<file path="src/design/fim_ram.sv">
// Generic simple dual-port RAM, one write port, one registered read port.
`default_nettype none

module fim_ram #(
  parameter int WIDTH = 8,
  parameter int DEPTH = 16
) (
  input  wire logic                     clk,
  input  wire logic                     we,
  input  wire logic [$clog2(DEPTH)-1:0] waddr,
  input  wire logic [WIDTH-1:0]         wdata,
  input  wire logic [$clog2(DEPTH)-1:0] raddr,
  output logic      [WIDTH-1:0]         rdata
);

  logic [WIDTH-1:0] mem [DEPTH];

  always_ff @(posedge clk) begin
    if (we) begin
      mem[waddr] <= wdata;
    end
    rdata <= mem[raddr];
  end

endmodule

`default_nettype wire

</file>
<file path="config.mk">
export PLATFORM = sky130hd
export DESIGN_NAME = fim_ram
export DESIGN_NICKNAME = d
export VERILOG_FILES = /design/src/design/fim_ram.sv
export SDC_FILE = /design/constraint.sdc
export NUM_CORES = 1
export LEC_CHECK = 0
export BUFFER_PORTS_ARGS = -buffer_cell sky130_fd_sc_hd__buf_2
export CAP_MARGIN = 20
export CORE_MARGIN = 5
export CORE_UTILIZATION = 54
export CTS_CLUSTER_DIAMETER = 100
export DETAILED_ROUTE_END_ITERATION = 10
export PLACE_DENSITY = 0.72
export SYNTH_ARGS = -nofsm -noshare
export SYNTH_HDL_FRONTEND = slang
export SYNTH_SLANG_ARGS = --single-unit
</file>
<file path="constraint.sdc">
create_clock -name clk -period 3.03 [get_ports clk]
set_input_delay 0 -clock clk [delete_from_list [all_inputs] [get_ports clk]]
set_output_delay 0 -clock clk [all_outputs]
set_load 0.01 [all_outputs]
</file>
Word level (Yosys, flattened, before mapping)
Memory sizes are Yosys's and may differ from the RTL's. A register that Yosys moved wholly into a read port is not among the register bits.
Cells that the tools add are included.
{"block": "classes", "muxes": 2}
{"cell": "$mux W1", "n": 2}
{"block": "word_totals", "reg_bits": 0, "mem_bits_rw": 128, "output_inout_bits": 8, "n_memories": 1}
{"memory": "mem", "words": 16, "word_bits": 8, "read_ports": 1, "rd_clocked_by_memory_dff": 1, "wr": 1, "line": "16", "text": "logic [WIDTH-1:0] mem [DEPTH];"}

Depth between registers and ports, before layout
Gate-level depths: netlist of the first run.
{"block": "depth", "word_depth": 2, "depth_mapped": 5, "depth_no_buf": 3}

Worst setup path after synthesis of the first run
No wires, ideal clock.
{"block": "synth_timing", "kind": "input to register", "start": "input port waddr[2]", "end": "memory mem[0][0] (enable)", "setup_ps": 383, "t_arrival_ps": 1110, "required_time_ps": 2647, "setup_slack_ps": 1537, "stages": 2, "n_path_buf": 0, "path_cell_list": "or3b_2 -> nor3_1"}
{"element": "from (decl)", "line": "10", "text": "input wire logic [$clog2(DEPTH)-1:0] waddr,"}
{"element": "to (decl)", "line": "16"}
Straight into the memory's write port.

==> impl_metrics.env, run 1 <==
export IMPL_fin_crit_ns=1.62
export IMPL_grt_overflow=0
export IMPL_drt_iter0_markers=129
export IMPL_dp_hpwl_um=5960
export IMPL_dr_pass1_iters=4
export IMPL_grt_pass1_wl_um=14800
export IMPL_worst_r2r_endpoint="rdata[0]"
export IMPL_r2r_cells=3
export IMPL_ant_nets=0
export IMPL_ios=26
export IMPL_p_leak_uw=0.00206
export IMPL_grt_max_degree=33
export IMPL_fin_nets=297
export IMPL_cts_tree="built"
export IMPL_synth_area_per_cell_um2=22.5
export IMPL_cts_buffer_depth=2
export IMPL_ys_types=19
export IMPL_post_cts_buffers=0
export IMPL_initial_utilization=0.554
export IMPL_cts_hold_buf=9
export IMPL_final_setup_tns_ns=0
export IMPL_setup_viol=0
export IMPL_insertion_delay_ns=0.51
export IMPL_diodes=0
export IMPL_period_share=0.534
export IMPL_post_cts_resized=0
export IMPL_hp_class="primary input to register"
export IMPL_cap_violations=0
export IMPL_die_area_um2=11600
export IMPL_area_growth_synth_to_final_pct=18.3
export IMPL_ys_ff_latch=136
export IMPL_setup_slack_ns=1.41
export IMPL_worstMarginPinSlew_ns=0.909
export IMPL_path_depth=6
export IMPL_crit_fanout=20
export IMPL_path_cells="dlygate4sd3_1, buf_2, buf_4, mux4_1, a22oi_1, nand2_1"
export IMPL_clockRootBuffer="clkbuf_8"
export IMPL_dr_total_vias=2400
export IMPL_clock_skew_ns=0.00552
export IMPL_slew_violations=0
export IMPL_max_freq_mhz=618
export IMPL_crit_buf_inv=3
export IMPL_worstPathArrival_ns=2.01
export IMPL_grt_pass1_vias=2534
export IMPL_netlist_area_um2=5150
export IMPL_status="finished clean"
export IMPL_post_place_ws_ns=1.41
export IMPL_wl_per_cell_um=22.4
export IMPL_core_area_um2=9280
export IMPL_cp_required_ns=3.42
export IMPL_max_stage_delay_ns=0.62
export IMPL_routabilityCongestion=0.759
export IMPL_crit_start="raddr[0]"
export IMPL_cpLargestDelayFamily="buffers and inverters"
export IMPL_routed_wl_um=9420
export IMPL_io_buffers=25
export IMPL_synth_seq_area_share=0.778
export IMPL_r2r_slack_ns=1.59
export IMPL_end_kind="register"
export IMPL_grt_antenna_before_repair=0
export IMPL_r2r_start="mem[1][0]"
export IMPL_ir_worst_vdd_mv=0.411
export IMPL_rsz0062_at_grt="false"
export IMPL_startpoint_type="primary input"
export IMPL_synth_warnings=0
export IMPL_synth_nets=247
export IMPL_slew_headroom=0.391
export IMPL_htreeDepth=4
export IMPL_die_y_um=108
export IMPL_hold_start="waddr[0]"
export IMPL_syn_inst=229
export IMPL_cts_made_buffers=17
export IMPL_worst_setup_path_type="primary input to register"
export IMPL_slowest_stage="mux4_1"
export IMPL_fp_row_count=35
export IMPL_drive_gt1_frac=0.281
export IMPL_clkTransAtPathRegs_ns=0.06
export IMPL_cts_sinks=136
export IMPL_routed_via_density=5.70
export IMPL_die_width_um=108
export IMPL_power_density_nw_per_um2=715
export IMPL_drc=0
export IMPL_timing_critical_path_to="rdata[3]"
export IMPL_hold_viol_final=0
export IMPL_whs_path_depth=3
export IMPL_grt_use_total=0.184
==> area by class of cell <==
cell class              count  area, um^2
flip-flops and latches    136        4000
fillers                   632        3190
multi-input cells          83        1060
clock buffers              19         432
repair buffers             41         268
clock inverters            13         169
well taps                 129         161
==> state kept, by name (all words and copies together) (netlist names) <==
| signal | cells |
|---|---|
| rdata | 8 |
| mem | 128 |
==> worst min-delay path, delay by kind of cell <==
kind,cells,cell delay [ns]
and+or+nand+nor,1,0.07
buffers and inverters,2,0.31
==> placed cells by master, fill, tap and decap left out, drive strengths merged <==
cell	n
edfxtp	128
buf	32
mux4	32
clkbuf	19
a22oi	16
nor2	13
nand2	9
dlygate4sd3	9
dfxtp	8
clkinv	6
nor3	4
inv	3
bufinv	3
nand3b	2
nand2b	2
nor2b	1
and2	1
and2b	1
nand3	1
or3b	1
clkinvlp	1
==> how the worst min path moves through the flow <==
stage | end | slack [ns]
final | mem[4][3] | 0.04
after global placement | mem[6][6] | 0.38
after detailed placement | mem[5][6] | 0.39
after CTS | mem[4][3] | 0.02
after floorplan | mem[0][0] | 0.1
after global routing | mem[4][4] | 0.04
==> stage by stage <==
step	instances	util	hold slack, ns	power, uW	area, um^2
final	421	0.656	0.0437	4350	6090
after global routing	421	0.656	0.0399	4500	6090
after CTS	421	0.656	0.0230	4390	6090
after detailed placement	380	0.582	0.391	2340	5400
after global placement	380	0.582	0.382	2340	5400
after floorplan	229	-	0.0989	2260	5150
==> metal layers <==
metal	routed length, um	up-vias	track usage	part of all wire
met3	521	11	0.0528	0.055
li1	-	1075	-	-
met1	4110	1242	0.249	0.44
met4	135	0	0.0676	0.014
met2	4650	72	0.286	0.49
met5	0	-	0	0
==> synth_stat cells <==
library cell | count | share of area
mux4_2 | 18 | 0.079
edfxtp_1 | 128 | 0.75
nor2b_1 | 1 | 0.0012
clkdlybuf4s25_2 | 3 | 0.0058
buf_6 | 3 | 0.0066
or3b_2 | 1 | 0.0017
nand2_1 | 9 | 0.0066
nand2b_1 | 2 | 0.0024
mux4_1 | 14 | 0.071
and2_1 | 1 | 0.0012
and2b_1 | 1 | 0.0015
dfxtp_1 | 8 | 0.031
nor3_1 | 4 | 0.0039
buf_2 | 3 | 0.0029
buf_4 | 1 | 0.0015
a22oi_1 | 16 | 0.023
nand3_1 | 1 | 0.00097
nand3b_1 | 2 | 0.0029
nor2_1 | 13 | 0.0095
==> kinds of logic after synthesis <==
group	synth area share
AND/OR/NAND/NOR	0.0318
AO/OA/AOI/OAI	0.0233
flip-flops	0.778
multiplexers	0.150
buffers and inverters	0.0168
==> power breakdown <==
group	total (uW)	internal (uW)	switching [uW]
clock	2040	1280	758
sequential	2110	2100	9.76
combinational	198	85.4	112
Power figures use the tool's default switching activity.
==> run 2: changes to the inputs <==
- PLACE_DENSITY: 0.72 -> 0.74
- clock period: 3.03 -> 1.45 ns (I/O delays scaled with it)
==> impl_metrics.env, run 2 (synthesized netlist as in run 1, its figures left out) <==
export IMPL_routed_wl_um=9850
export IMPL_layout_commonest_cell="edfxtp_1"
export IMPL_fin_nets=314
export IMPL_slew_violations=0
export IMPL_hold_slack_ns=0.0612
export IMPL_hp_class="primary input to register"
export IMPL_die_area_um2=11600
export IMPL_top_register="mem"
export IMPL_post_cts_buffers=0
export IMPL_core_area_um2=9280
export IMPL_worstMarginPinSlew_ns=0.417
export IMPL_dr_total_vias=2513
export IMPL_grt_max_degree=33
export IMPL_startpoint_type="register"
export IMPL_worstPathArrival_ns=1.74
export IMPL_drc=0
export IMPL_grt_pass1_wl_um=15300
export IMPL_largest_reg_flops=128
export IMPL_final_setup_tns_ns=0
export IMPL_insertion_delay_ns=0.51
export IMPL_cts_sinks=136
export IMPL_crit_fanout=1
export IMPL_clock_skew_ns=0.0116
export IMPL_die_y_um=108
export IMPL_end_kind="register"
export IMPL_ios=26
export IMPL_finalInstanceArea_um2=6270
export IMPL_period_share=0.930
export IMPL_htreeDepth=4
export IMPL_final_cell_mix="edfxtp_1 (128), buf_2 (25), buf_4 (22), mux4_2 (18), clkbuf_16 (16)"
export IMPL_io_buffers=25
export IMPL_diodes=0
export IMPL_setup_viol=0
export IMPL_wl_met1_um=4180
export IMPL_cts_buffer_depth=2
export IMPL_cts_tree="built"
export IMPL_area_growth_synth_to_final_pct=21.8
export IMPL_wl_met3_um=646
export IMPL_seq_power_share=0.482
export IMPL_p_leak_uw=0.00217
export IMPL_postPlaceCellArea_um2=5580
export IMPL_routed_via_density=5.74
export IMPL_cts_made_buffers=17
export IMPL_grt_pass1_vias=2611
export IMPL_rsz0062_at_grt="false"
export IMPL_die_width_um=108
export IMPL_sw_frac_of_total=0.209
export IMPL_p_clk_frac=0.470
export IMPL_drive_gt1_frac=0.333
export IMPL_cp_required_ns=1.84
export IMPL_max_freq_mhz=742
export IMPL_wl_per_cell_um=22.5
export IMPL_hold_viol_final=0
export IMPL_grt_overflow=0
export IMPL_fill_cells=598
export IMPL_dp_hpwl_um=5980
export IMPL_initial_utilization=0.554
export IMPL_drt_iter0_markers=164
export IMPL_fin_crit_ns=1.35
export IMPL_routabilityCongestion=0.758
export IMPL_worst_setup_path_type="register to register"
export IMPL_reg_top3="mem x128, rdata x8"
export IMPL_status="finished clean"
export IMPL_topRoutingLayerUsed="met4"
export IMPL_ant_nets=0
export IMPL_p_comb_frac=0.048
export IMPL_clockRootBuffer="clkbuf_8"
export IMPL_clkTransAtPathRegs_ns=0.06
export IMPL_dr_pass1_iters=4
export IMPL_p_int_uw=7260
export IMPL_routed_wl_met2_um=4940
export IMPL_fp_row_count=35
export IMPL_slew_headroom=0.722
export IMPL_grt_use_total=0.189
export IMPL_ir_worst_vdd_mv=0.790
export IMPL_power_density_nw_per_um2=1460
export IMPL_cap_violations=0
export IMPL_p_sw_uw=1920
export IMPL_grt_antenna_before_repair=0
[run 2: worst paths after layout]
path	from	endpoint	slack, ns	depth (start not counted)
worst max-delay path	mem[6][1]	rdata[1]	0.10	3
worst min-delay path	raddr[3]	rdata[3]	0.06	5
worst max register to register	mem[6][1]	rdata[1]	0.10	3
worst min register to register	mem[14][3]	rdata[3]	0.67	3
[run 2: through the flow]
step	setup WS, ns	total power, uW	std cells	utilization
global route	0.0300	9480	438	0.675
detailed placement	0.0250	4930	398	0.601
floorplan	0.184	4730	229	-
finish	0.102	9180	438	0.675
CTS	0.0609	9240	438	0.675
global placement	0.0109	4910	398	0.601
[run 2: final cells by class]
class / instances / area [um^2] / area share
Clock buffer: 17 / 414 / 0.0661
Clock inverter: 15 / 193 / 0.0307
Multi-Input combinational cell: 83 / 1070 / 0.170
Sequential cell: 136 / 4000 / 0.639
Tap cell: 129 / 161 / 0.0257
Timing Repair Buffer: 58 / 430 / 0.0686
[run 2: critical path, stage by stage, from the launching register on]
cell and delay (ns):
edfxtp_1 0.39, mux4_1 0.55, a22oi_1 0.23, nand2_1 0.07
[run 2: power by group through the flow]
stage / Combinational [uW] / Clock [uW] / Sequential [uW]
2_1_floorplan: 223 / 0 / 4510
3_3_place_gp: 417 / 0 / 4500
3_5_place_dp: 428 / 0 / 4500
4_1_cts: 451 / 4370 / 4420
5_1_grt: 484 / 4570 / 4420
6_report: 445 / 4310 / 4420
[run 2: layer usage]
| metal | vias up | track usage |
|---|---|---|
| li1 | 1112 | - |
| met1 | 1303 | 0.259 |
| met2 | 88 | 0.297 |
| met3 | 10 | 0.0516 |
| met4 | 0 | 0.0604 |
| met5 | - | 0 |
[run 2: timing repair]
action,CTS,global route
endpoints found under the hold margin,128,0
resized for setup,0,1
hold buffers,8,0
setup endpoints to repair,0,1
==> run 3: changes to the inputs <==
- REMOVE_ABC_BUFFERS: default -> 1
- SKIP_CTS_REPAIR_TIMING: default -> 1
==> impl_metrics.env, run 3 (synthesized netlist as in run 1, its figures left out) <==
export IMPL_grt_pass1_wl_um=15400
export IMPL_grt_antenna_before_repair=0
export IMPL_grt_pass1_vias=2595
export IMPL_layout_commonest_cell="edfxtp_1"
export IMPL_slew_violations=0
export IMPL_io_buffers=25
export IMPL_period_share=0.925
export IMPL_top_register="mem"
export IMPL_routed_wl_um=9940
export IMPL_routabilityCongestion=0.749
export IMPL_cts_buffer_depth=2
export IMPL_end_kind="register"
export IMPL_max_freq_mhz=745
export IMPL_final_cell_mix="edfxtp_1 (128), buf_2 (25), mux4_2 (18), buf_4 (18)"
export IMPL_hold_start="raddr[3]"
export IMPL_sw_frac_of_total=0.206
export IMPL_fp_row_count=35
export IMPL_reg_top3="mem x128, rdata x8"
export IMPL_clockRootBuffer="clkbuf_8"
export IMPL_drive_gt1_frac=0.315
export IMPL_cts_sinks=136
export IMPL_seq_power_share=0.487
export IMPL_worst_r2r_endpoint="rdata[3]"
export IMPL_initial_utilization=0.554
export IMPL_drc=0
export IMPL_dr_total_vias=2492
export IMPL_fin_util=0.669
export IMPL_core_area_um2=9280
export IMPL_timing_critical_path_to="rdata[3]"
export IMPL_fin_crit_ns=1.34
export IMPL_largest_reg_flops=128
export IMPL_post_place_ws_ns=-0.0126
export IMPL_crit_fanout=1
export IMPL_dr_pass1_iters=4
export IMPL_power_density_nw_per_um2=1460
export IMPL_drt_iter0_markers=152
export IMPL_ant_nets=0
export IMPL_routed_via_density=5.74
export IMPL_r2r_cells=3
export IMPL_grt_max_degree=33
export IMPL_die_width_um=108
export IMPL_die_y_um=108
export IMPL_die_area_um2=11600
export IMPL_p_int_uw=7220
export IMPL_cap_violations=0
export IMPL_setup_viol=0
export IMPL_r2r_start="mem[1][3]"
export IMPL_hold_viol_final=0
export IMPL_startpoint_type="register"
export IMPL_status="finished clean"
export IMPL_clkTransAtPathRegs_ns=0.06
export IMPL_r2r_slack_ns=0.11
export IMPL_worst_setup_path_type="register to register"
export IMPL_p_leak_uw=0.00214
export IMPL_fin_nets=310
export IMPL_grt_use_total=0.190
export IMPL_final_setup_tns_ns=0
export IMPL_area_growth_synth_to_final_pct=20.7
export IMPL_worstMarginPinSlew_ns=0.393
export IMPL_clock_skew_ns=0.00805
export IMPL_ios=26
export IMPL_crit_start="mem[1][3]"
export IMPL_cts_tree="built"
export IMPL_worstPathArrival_ns=1.75
export IMPL_dp_hpwl_um=5990
export IMPL_fill_cells=628
export IMPL_hold_slack_ns=0.0367
export IMPL_htreeDepth=4
export IMPL_p_sw_uw=1880
export IMPL_wl_per_cell_um=22.9
export IMPL_diodes=0
export IMPL_ir_worst_vdd_mv=0.800
export IMPL_setup_slack_ns=0.108
export IMPL_cp_required_ns=1.86
export IMPL_p_clk_frac=0.466
export IMPL_power_uw=9090
export IMPL_p_comb_frac=0.048
export IMPL_rsz0062_at_grt="false"
export IMPL_cts_made_buffers=17
export IMPL_hp_class="primary input to register"
export IMPL_insertion_delay_ns=0.52
export IMPL_grt_overflow=0
export IMPL_slew_headroom=0.738
-- run 3: cell count changes in the layout (fill, tap and decap cells not counted), sizes merged --
cell    before  now
clkinv       6    9
buf         50   46
inv          5    2
-- run 3: per-stage QoR --
stage,cell area [um^2],instances
2_1_floorplan,5060,219
3_3_place_gp,5540,394
3_5_place_dp,5540,394
4_1_cts,6130,426
5_1_grt,6210,434
6_report,6210,434
-- run 3: worst min path at each step --
stage,end,slack [ns],depth (start not counted)
2_1_floorplan,mem[0][0],0.1,0
3_3_place_gp,mem[9][2],0.38,1
3_5_place_dp,rdata[4],0.40,1
4_1_cts,mem[5][2],-0.16,1
5_1_grt,mem[12][6],0.06,3
6_report,rdata[7],0.04,5
-- run 3: worst max-delay path, cell delays in order, from the launching register on --
cell and delay (ns):
edfxtp_1 0.36, mux4_1 0.53, a22oi_1 0.26, nand2_1 0.08
-- run 3: routing by layer --
layer / wire length [um] / vias up / GRT usage
met5: 0 / - / 0
met4: 81 / 0 / 0.0541
met3: 763 / 9 / 0.0618
met2: 4830 / 101 / 0.286
met1: 4260 / 1287 / 0.268
li1: - / 1095 / -
-- run 3: layout make-up --
type / instances / area, um^2 / area share
clock inverters: 15 / 178 / 0.0286
multi-input cells: 83 / 1060 / 0.170
repair buffers: 54 / 400 / 0.0644
well taps: 129 / 161 / 0.0260
flip-flops and latches: 136 / 4000 / 0.644
clock buffers: 17 / 414 / 0.0666
-- run 3: power groups by stage --
stage / Clock (uW) / Sequential [uW] / Combinational [uW]
floorplan: 0 / 4510 / 176
global placement: 0 / 4500 / 408
detailed placement: 0 / 4510 / 421
CTS: 4300 / 4430 / 425
global route: 4500 / 4430 / 474
finish: 4230 / 4430 / 434
